[src/hw/rtl/pcted_pkg.sv]
// Package with the shared types, character constants and helper functions of the percent codec.
`timescale 1ns / 1ps

package pcted_pkg;

    // Character codes: the percent sign, used by both directions, and the unreserved marks.
    localparam logic [7:0] PCT_CHAR    = 8'h25;
    localparam logic [7:0] DASH_CHAR   = 8'h2D;
    localparam logic [7:0] UNDER_CHAR  = 8'h5F;
    localparam logic [7:0] DOT_CHAR    = 8'h2E;
    localparam logic [7:0] TILDE_CHAR  = 8'h7E;

    // Number of result bytes one item can produce, and the queue depth.
    localparam int CMD_BYTES  = 3;
    localparam int CNT_W      = $clog2(CMD_BYTES + 1);
    localparam int QDEPTH     = 2;
    localparam int QPTR_W     = $clog2(QDEPTH);
    localparam int QCNT_W     = $clog2(QDEPTH + 1);

    // Decode escape phase.
    typedef enum logic [1:0] {
        PH_IDLE  = 2'd0,
        PH_PCT   = 2'd1,
        PH_DIGIT = 2'd2
    } phase_t;

    // One item's worth of result bytes, handed from front to back.
    typedef struct packed {
        logic [CMD_BYTES-1:0][7:0] data;
        logic [CNT_W-1:0]          count;
        logic                      last;
    } cmd_t;

    // True for ASCII letters, digits and - _ . ~
    function automatic logic is_unreserved(input logic [7:0] b);
        logic r;
        r = ((b >= 8'h30) && (b <= 8'h39)) ||
            ((b >= 8'h41) && (b <= 8'h5A)) ||
            ((b >= 8'h61) && (b <= 8'h7A)) ||
            (b == DASH_CHAR) || (b == UNDER_CHAR) ||
            (b == DOT_CHAR) || (b == TILDE_CHAR);
        return r;
    endfunction

    // Value of a hex digit in the low four bits; bit 4 set means not a hex digit.
    function automatic logic [4:0] hex_value(input logic [7:0] b);
        logic [4:0] r;
        if ((b >= 8'h30) && (b <= 8'h39)) begin
            r = {1'b0, b[3:0]};
        end else if (((b >= 8'h41) && (b <= 8'h46)) || ((b >= 8'h61) && (b <= 8'h66))) begin
            r = {1'b0, b[3:0] + 4'd9};
        end else begin
            r = 5'h10;
        end
        return r;
    endfunction

    // Uppercase hex character for a nibble.
    function automatic logic [7:0] hex_char(input logic [3:0] v);
        logic [7:0] r;
        if (v < 4'd10) begin
            r = 8'h30 + {4'd0, v};
        end else begin
            r = 8'h37 + {4'd0, v};
        end
        return r;
    endfunction

endpackage

[src/hw/rtl/pcted_front.sv]
// Front end: takes input items, tracks the escape state and builds the result bytes of each item.
`timescale 1ns / 1ps

module pcted_front
    import pcted_pkg::*;
(
    input  logic       clk,
    input  logic       rst_n,
    input  logic       cfg_wr,
    input  logic       cfg_dir,
    input  logic       in_accept,
    input  logic [7:0] in_byte,
    input  logic       in_last,
    output logic       push,
    output cmd_t       push_cmd
);

    logic       direction_reg;
    phase_t     phase_reg;
    phase_t     phase_next;
    logic [7:0] held_reg;
    logic [7:0] held_next;
    cmd_t       cmd;

    // Direction and escape state; a direction write drops any pending escape.
    always_ff @(posedge clk or negedge rst_n)
    begin
        if (!rst_n)
        begin
            direction_reg <= 1'b0;
            phase_reg     <= PH_IDLE;
            held_reg      <= 8'd0;
        end
        else if (cfg_wr)
        begin
            direction_reg <= cfg_dir;
            phase_reg     <= PH_IDLE;
            held_reg      <= 8'd0;
        end
        else if (in_accept)
        begin
            phase_reg <= phase_next;
            held_reg  <= held_next;
        end
    end

    // Classify the byte and work out the bytes it yields.
    always_comb
    begin
        logic [4:0] hv_in;
        logic [4:0] hv_held;
        logic       opens;
        hv_in      = hex_value(in_byte);
        hv_held    = hex_value(held_reg);
        opens      = (in_byte == PCT_CHAR) && !in_last;
        phase_next = phase_reg;
        held_next  = held_reg;
        cmd.data   = '0;
        cmd.count  = '0;
        cmd.last   = in_last;
        if (!direction_reg)
        begin
            // Encode: pass unreserved bytes, escape all others.
            if (is_unreserved(in_byte))
            begin
                cmd.data[0] = in_byte;
                cmd.count   = CNT_W'(1);
            end
            else
            begin
                cmd.data[0] = PCT_CHAR;
                cmd.data[1] = hex_char(in_byte[7:4]);
                cmd.data[2] = hex_char(in_byte[3:0]);
                cmd.count   = CNT_W'(3);
            end
        end
        else
        begin
            unique case (phase_reg)
                PH_PCT:
                begin
                    if (!hv_in[4] && !in_last)
                    begin
                        held_next  = in_byte;
                        phase_next = PH_DIGIT;
                    end
                    else
                    begin
                        // Bad escape: the percent goes out literally.
                        cmd.data[0] = PCT_CHAR;
                        if (opens)
                        begin
                            phase_next = PH_PCT;
                            cmd.count  = CNT_W'(1);
                        end
                        else
                        begin
                            cmd.data[1] = in_byte;
                            cmd.count   = CNT_W'(2);
                            phase_next  = PH_IDLE;
                        end
                    end
                end
                PH_DIGIT:
                begin
                    held_next = 8'd0;
                    if (!hv_held[4] && !hv_in[4])
                    begin
                        cmd.data[0] = {hv_held[3:0], hv_in[3:0]};
                        cmd.count   = CNT_W'(1);
                        phase_next  = PH_IDLE;
                    end
                    else
                    begin
                        cmd.data[0] = PCT_CHAR;
                        cmd.data[1] = held_reg;
                        if (opens)
                        begin
                            phase_next = PH_PCT;
                            cmd.count  = CNT_W'(2);
                        end
                        else
                        begin
                            cmd.data[2] = in_byte;
                            cmd.count   = CNT_W'(3);
                            phase_next  = PH_IDLE;
                        end
                    end
                end
                default:
                begin
                    // No escape pending.
                    if (opens)
                    begin
                        phase_next = PH_PCT;
                    end
                    else
                    begin
                        cmd.data[0] = in_byte;
                        cmd.count   = CNT_W'(1);
                        phase_next  = PH_IDLE;
                    end
                end
            endcase
        end
    end

    // Items that produce no bytes stay out of the queue.
    assign push     = in_accept && (cmd.count != '0);
    assign push_cmd = cmd;

endmodule

[src/hw/rtl/pcted_queue.sv]
// Short queue of per-item result groups between the front and back ends.
`timescale 1ns / 1ps

module pcted_queue
    import pcted_pkg::*;
(
    input  logic clk,
    input  logic rst_n,
    input  logic push,
    input  cmd_t push_cmd,
    input  logic pop,
    output logic full,
    output logic head_valid,
    output cmd_t head_cmd
);

    cmd_t              entry_reg [QDEPTH];
    logic [QPTR_W-1:0] wr_ptr_reg;
    logic [QPTR_W-1:0] rd_ptr_reg;
    logic [QCNT_W-1:0] cnt_reg;

    // Entry storage.
    always_ff @(posedge clk)
    begin
        if (push)
        begin
            entry_reg[wr_ptr_reg] <= push_cmd;
        end
    end

    // Pointers and fill count.
    always_ff @(posedge clk or negedge rst_n)
    begin
        if (!rst_n)
        begin
            wr_ptr_reg <= '0;
            rd_ptr_reg <= '0;
            cnt_reg    <= '0;
        end
        else
        begin
            if (push)
            begin
                wr_ptr_reg <= (wr_ptr_reg == QPTR_W'(QDEPTH - 1)) ? '0 : wr_ptr_reg + 1'b1;
            end
            if (pop)
            begin
                rd_ptr_reg <= (rd_ptr_reg == QPTR_W'(QDEPTH - 1)) ? '0 : rd_ptr_reg + 1'b1;
            end
            if (push && !pop)
            begin
                cnt_reg <= cnt_reg + 1'b1;
            end
            else if (pop && !push)
            begin
                cnt_reg <= cnt_reg - 1'b1;
            end
        end
    end

    assign full       = (cnt_reg == QCNT_W'(QDEPTH));
    assign head_valid = (cnt_reg != '0);
    assign head_cmd   = entry_reg[rd_ptr_reg];

endmodule

[src/hw/rtl/pcted_back.sv]
// Back end: sends the bytes of each queued group one per cycle while out_stall is low, through an output register.
`timescale 1ns / 1ps

module pcted_back
    import pcted_pkg::*;
(
    input  logic       clk,
    input  logic       rst_n,
    input  logic       head_valid,
    input  cmd_t       head_cmd,
    output logic       pop,
    input  logic       out_stall,
    output logic       out_valid,
    output logic [7:0] out_byte,
    output logic       out_last
);

    logic             out_valid_reg;
    logic [7:0]       out_byte_reg;
    logic             out_last_reg;
    logic [CNT_W-1:0] idx_reg;
    logic             load;
    logic             at_end;

    // Output register is free when empty or being taken this cycle.
    assign load   = head_valid && (!out_valid_reg || !out_stall);
    assign at_end = (idx_reg == head_cmd.count - 1'b1);
    assign pop    = load && at_end;

    // Byte index within the current group and output valid.
    always_ff @(posedge clk or negedge rst_n)
    begin
        if (!rst_n)
        begin
            out_valid_reg <= 1'b0;
            idx_reg       <= '0;
        end
        else
        begin
            if (load)
            begin
                out_valid_reg <= 1'b1;
                idx_reg       <= at_end ? '0 : idx_reg + 1'b1;
            end
            else if (!out_stall)
            begin
                out_valid_reg <= 1'b0;
            end
        end
    end

    // Output payload.
    always_ff @(posedge clk)
    begin
        if (load)
        begin
            out_byte_reg <= head_cmd.data[idx_reg[$clog2(CMD_BYTES)-1:0]];
            out_last_reg <= head_cmd.last && at_end;
        end
    end

    assign out_valid = out_valid_reg;
    assign out_byte  = out_byte_reg;
    assign out_last  = out_last_reg;

endmodule

[src/hw/rtl/percent_encode_decode_stream_top.sv]
// Top level of the URL percent encoder and decoder.
// The result bytes of an item pass through a queue entry and then the output register.
// Throughput: one result byte per cycle from the output register while out_stall is low, so
// an item that yields one byte is taken every cycle; an encoded escape yields three bytes.
// Reset clears direction to encode, the escape state, the queue and the output valid.
`timescale 1ns / 1ps

module percent_encode_decode_stream_top
    import pcted_pkg::*;
(
    input  logic       clk,
    input  logic       rst_n,
    input  logic       cfg_valid,
    output logic       cfg_ready,
    input  logic       cfg_data,
    input  logic       in_valid,
    output logic       in_stall,
    input  logic [7:0] in_byte,
    input  logic       in_last,
    output logic       out_valid,
    input  logic       out_stall,
    output logic [7:0] out_byte,
    output logic       out_last
);

    logic in_accept;
    logic push;
    cmd_t push_cmd;
    logic pop;
    logic full;
    logic head_valid;
    cmd_t head_cmd;

    // Configuration is taken at once; the user sends it only while idle (unenforced).
    assign cfg_ready = 1'b1;

    // Input side stalls only when the queue is full.
    assign in_stall  = full;
    assign in_accept = in_valid && !full;

    pcted_front u_front (
        .clk       (clk),
        .rst_n     (rst_n),
        .cfg_wr    (cfg_valid && cfg_ready),
        .cfg_dir   (cfg_data),
        .in_accept (in_accept),
        .in_byte   (in_byte),
        .in_last   (in_last),
        .push      (push),
        .push_cmd  (push_cmd)
    );

    pcted_queue u_queue (
        .clk        (clk),
        .rst_n      (rst_n),
        .push       (push),
        .push_cmd   (push_cmd),
        .pop        (pop),
        .full       (full),
        .head_valid (head_valid),
        .head_cmd   (head_cmd)
    );

    pcted_back u_back (
        .clk        (clk),
        .rst_n      (rst_n),
        .head_valid (head_valid),
        .head_cmd   (head_cmd),
        .pop        (pop),
        .out_stall  (out_stall),
        .out_valid  (out_valid),
        .out_byte   (out_byte),
        .out_last   (out_last)
    );

endmodule

[config.mk]
export PLATFORM = sky130hd
export DESIGN_NAME = percent_encode_decode_stream_top
export DESIGN_NICKNAME = d
export VERILOG_FILES = /design/src/hw/rtl/pcted_pkg.sv /design/src/hw/rtl/pcted_front.sv /design/src/hw/rtl/pcted_queue.sv /design/src/hw/rtl/pcted_back.sv /design/src/hw/rtl/percent_encode_decode_stream_top.sv
export SDC_FILE = /design/constraint.sdc
export NUM_CORES = 1
export LEC_CHECK = 0
export BUFFER_PORTS_ARGS = -buffer_cell sky130_fd_sc_hd__buf_2
export CORE_MARGIN = 2
export CORE_UTILIZATION = 23
export CTS_CLUSTER_DIAMETER = 200
export CTS_CLUSTER_SIZE = 10
export DETAILED_ROUTE_END_ITERATION = 12
export GPL_ROUTABILITY_DRIVEN = 0
export GPL_TIMING_DRIVEN = 0
export PLACE_DENSITY_LB_ADDON = 0.12
export SYNTH_ARGS = -nofsm -noshare
export SYNTH_HDL_FRONTEND = slang
export SYNTH_SLANG_ARGS = --single-unit
[constraint.sdc]
create_clock -name clk -period 6.8 [get_ports clk]
set_clock_uncertainty 0.2 [all_clocks]
set_input_delay 1.7 -clock clk [delete_from_list [all_inputs] [get_ports clk]]
set_output_delay 1.7 -clock clk [all_outputs]
set_load 0.02 [all_outputs]
* Word-level counts from Yosys, hierarchy flattened
Memory sizes are Yosys's and may differ from the RTL's. Cells that the tools add are included.
Word-level totals: register bits after elaboration 27, latch bits 0, memory bits (writable) 54, bits in read-only memories 0, output and inout port bits 12, word-level logic and storage cells 136, memories kept 1
Operators by class: add/sub/neg operators 12, $mul 0, div/mod/pow operators 0, $lt $le $gt $ge 17, equality and inequality tests 11, shifts and indexed selects 0, multiplexer cells 42, bitwise gates (word level) 0, reductions and logical operators 43
Memory list:
- u_queue.entry_reg | words 2, bits a word 27, rd ports 1, clocked after memory_dff 0, write ports 1, line pcted_queue.sv:17 | cmd_t entry_reg [QDEPTH];
Operators by type and width (count):
- $mux W8 | 9
- $le A8 B7 Y1 const B | 6
- $ge A8 B7 Y1 const B | 4
- $mux W16 | 2
- $pmux W8 S2 | 2
- $mux W10 | 3
- $add A6 B4 Y7 const A | 4
- $mux W26 | 1
- $eq A8 B6 Y1 const B | 3
- $mux W5 | 4
- $pmux W10 S2 | 1
- $logic_and A1 B1 Y1 | 18
- $mux W18 | 1
- $mux W2 | 9
- $bmux W8 S2 | 1
- $eq A8 B7 Y1 const B | 2
- $ge A8 B6 Y1 const B | 2
- $le A8 B6 Y1 const B | 2
- $reduce_bool A2 Y1 | 5
- $logic_or A1 B1 Y1 | 9
- $add A4 B4 Y4 const B | 2
- $logic_not A1 Y1 | 8
- $lt A4 B4 Y1 const B | 2
- $mux W1 | 8
- other kinds (13) | 17

* Depth between registers and ports, before layout
depth in word-level cells 16, gate-level depth with buffers 15, depth with buffers taken out 13

* Modules after synthesis
Synthesis repeated with hierarchy kept, for this count alone.
Unflattened totals: cell total of the unflattened synthesis 412, area, all modules 4802.1 um2
Modules (own cells, without submodules):
- pcted_queue | times used 1, cells each 100, area an instance 2237.1 um2, seq. area each 1721.7 um2
- pcted_front | times used 1, cells each 254, area an instance 1919.3 um2, seq. area each 275.3 um2
- pcted_back | times used 1, cells each 55, area an instance 620.6 um2, seq. area each 345.3 um2
- percent_encode_decode_stream_top | times used 1, cells each 3, area an instance 25.0 um2, seq. area each 0.0 um2

* Worst setup path after synthesis
No wires, ideal clock.
path type input-to-reg, start in in_byte[1], end mem u_queue.entry_reg[0][0] (netlist name), enable pin, setup time 0.411 ns, data arrival time 4.820 ns, setup slack 1.369 ns, stages 10, buffers on the path 1, cells stage by stage clkbuf_1 > inv_1 > ha_1 > nor4b_4 > o32a_4 > nor4_4 > o41ai_2 > a311o_1 > a21oi_2 > nor2_1
On the way: cells in the longest elaborated chain, start to end 14
RTL lines:
- from (decl) | line percent_encode_decode_stream_top.sv:18 | input logic [7:0] in_byte,
- $ge A8 B7 Y1 (tied with other cells) | line pcted_pkg.sv:38, pcted_pkg.sv:50
- $logic_and A1 B1 Y1 (on tied branches)
- $logic_or A1 B1 Y1 (on tied branches) | line pcted_pkg.sv:50, pcted_pkg.sv:37
- $mux W5 / $logic_or A1 B1 Y1 (equally long branches) | line pcted_pkg.sv:50, pcted_pkg.sv:38
- $mux W5 / $logic_or A1 B1 Y1 (equally long branches) | line pcted_pkg.sv:48, pcted_pkg.sv:39
- $logic_not A1 Y1 / $logic_or A1 B1 Y1 (equally long branches) | line pcted_front.sv:82, pcted_front.sv:107, pcted_pkg.sv:40
- $logic_and A1 B1 Y1 (tied with other cells) | line pcted_front.sv:107 | if (!hv_held[4] && !hv_in[4])
- $mux W10 (tied with other cells) | line pcted_front.sv:107
- $pmux W10 S2 / $mux W10 (equally long branches) | line pcted_front.sv:79, pcted_front.sv:64
- $mux W26 * | line pcted_front.sv:61 | if (!direction_reg)
- $reduce_bool A2 Y1 * | line pcted_front.sv:149 | assign push = in_accept && (cmd.count != '0);
- $logic_and A1 B1 Y1 * | line pcted_front.sv:149
- $mux W1 * | line pcted_queue.sv:25 | if (push)
- $mux W1 (implied by the code) * | line pcted_queue.sv:27 | entry_reg[wr_ptr_reg] <= push_cmd;
- to (decl) | line pcted_queue.sv:17
Every way passes the cells marked *; elsewhere a longest branch is shown, timed or not.

* Worst setup path after layout
start in in_byte[1], end mem u_queue.entry_reg[1][17] (netlist name), enable pin
Same word-level chain as after synthesis.

==> run metrics <==
largest family of logic cells by synthesized area=compound AO/OA/AOI/OAI gates; final worst-path cycle share=0.7952; DR iter-0 viols=between 150 and 200; Largest register FFs=54; placed cell areas=5005 sq um; worst slew pin tran=about 1.2 ns; Critical-path top delay cell=o41ai_2; flops & latches, synth=81; Crit Path Max Fanout=27; CTS tree=yes; sequential element share of the synthesized area=0.5161; post-synthesis mux area share=0.07086; average size of a mapped cell=about 11 sq um; clk_lat worst skew=0.34 ns; VDD IR-drop max=~130 uV; die area=20870 sq um; vias per cell=roughly 4.7; leading area contributor after synthesis=edfxtp_1; Pint=1.230 mW; RSZ-0062 raised after global routing=no; final setup fails=0; multi-input gate area in the final layout=1997 sq um; setup_tns=0 ns; dpl hpwl=9086 um; status=finished clean; H-Tree Level Count=3; Main synth FF type=edfxtp_1; sequential power share=0.408; sw power=just under 0.6 mW; PortBufs=24; die span in x=144.5 um; Max stage delay on crit path=roughly 0.66 ns; # rows=between 50 and 60; Starting Density=0.2339; CP Class=in -> reg; Cell Chain, Critical Path=buf_2, clkbuf_1, inv_1, ha_1, nor4b_4, o32a_4, nor4_4, o41ai_2, a311o_1, a21oi_2, nor2_4; Clock transition at path regs=0.06 ns; Sink Count=a little over 80; Post-Synth XOR/XNOR Area=0.02288; ranking of synthesized cells by area=edfxtp_1 (42%), dfrtp_1 (9.9%), ha_1 (4.4%); CP required=about 6.6 ns; post-synth cell types=74; Filler cells=2061; largest net degree at the start of global routing=28; final worst-path setup slack=1.393 ns; Syn Nets=432; DR vias=3290; max-slew violation count=0; logic gate share of total power=0.290; total core area=approximately 19000 sq um; TritonCTS buffer count=9; first-pass GRT wire length=roughly 20000 um; vias in the first global route=3282; worst min-delay path category=reg -> reg; Synth Area in Adders=0.04411; min Tclk post-route=between 5 and 6 ns; final hold violations=0; worst slack at placement=0.9321 ns; setup bufs post-CTS=0; DRT antenna net count=0; Final nets=roughly 470; Critical Path Sink Type=flop; most common cell after layout, fill and taps aside=edfxtp_1; antenna violations before repair=0; drt wl/cell=17.43 um; Lkg Pwr=about 2.0 nW; Yosys warnings=0; Post-CTS Resized=0; asr flop ratio synth=0.2222; Die Y=144.5 um; clk buf depth=2; highest clock rate=184.9 MHz; share of cells above drive strength 1=0.1678; Startpoint Class=primary input; EDFF count, synth=63; Initial DRT Pass Iterations=4; DRT Wirelength=12300 um; area growth from synthesis to layout=17.65%; Net Sw Frac=0.3222; relative slew slack=0.1847; Arr. time, crit path=5.17 ns; Compound-Gate Fraction of Synth Area=0.1580; Hold Buf Count CTS=0; global route total overflow=0; DRC Markers=0; Simple-Gate Fraction of Synth Area=0.1401; final core area utilization=0.2752; Max-cap violations=0; Synth top area share=0.4169; commonest cells after routing, fill and taps aside=edfxtp_1 (63), nand2_1 (44), buf_2 (31); synthesized area=4538 sq um; WP buf/inv=3; clock power share=0.302; PwrDens=339.9 nW/um^2; Crit path max-delay family=compound AO/OA/AOI/OAI gates; post-route cell area=5339 sq um; total track usage=0.1261; clk root buf=clkbuf_16; Ant. Diodes=0; IO Pins=27; hold slack=0.2930 ns; Register Area=2342 sq um; Syn Inst Count=roughly 400
## through the flow
stage | cells | total power [mW]
global route | 706 | 1.926
CTS | 706 | 1.848
floorplan | 401 | 1.127
global placement | 690 | 1.286
detailed placement | 690 | 1.295
finish | 706 | 1.815
## power groups by stage
stage / Sequential, mW / Combinational, mW / Clock [mW]
after floorplan: 0.784 / 0.343 / 0
after global placement: 0.752 / 0.534 / 0
final: 0.740 / 0.526 / 0.548
after global routing: 0.754 / 0.589 / 0.583
after CTS: 0.743 / 0.544 / 0.561
after detailed placement: 0.753 / 0.542 / 0
## cells by family after synthesis
logic type      count (synthesis)
simple gates                  118
compound gates                101
flops                          81
buf+inv                        51
mux                            22
fa+ha+maj                      16
xor+xnor                       11
other cells                     1
## layer usage
layer,vias to the layer above,track usage,share of wire
li1,1584,-,-
met1,1642,0.1683,0.48
met2,52,0.1981,0.47
met3,12,0.03113,0.032
met4,0,0.04701,0.018
met5,-,0,0
## cells in the mapped netlist (8+ instances only)
cell type and number:
inv_1 23, mux4_2 8, o22ai_1 10, o21ai_0 16, nor2_1 15, nand4_1 10, dfrtp_1 18, a21oi_1 23
ha_1 16, nand2_1 44, clkbuf_1 13, mux2i_1 13, edfxtp_1 63
## worst paths after layout
path | start | cells after the start | to | slack [ns]
setup / recovery | in_byte[1] | 11 | u_queue.entry_reg[1][17] | 1.39
hold / removal | u_queue.cnt_reg[1] | 1 | u_queue.cnt_reg[1] | 0.29
setup reg to reg | u_front.held_reg[4] | 6 | u_queue.entry_reg[1][17] | 3.53
hold reg to reg | u_queue.cnt_reg[1] | 1 | u_queue.cnt_reg[1] | 0.29
max in group asynchronous | rst_n | 1 | u_queue.rd_ptr_reg | 4.98
min in group asynchronous | rst_n | 1 | u_front.held_reg[7] | 1.10
## layout make-up
type / count / area share
Buffer: 25 / 0.02133
Clock buffer: 9 / 0.04218
Clock inverter: 7 / 0.02039
Inverter: 26 / 0.01875
Multi-Input combinational cell: 269 / 0.3740
Sequential cell: 81 / 0.4387
Tap cell: 265 / 0.06210
Timing Repair Buffer: 24 / 0.02250
(Power assumes the default switching activity.)
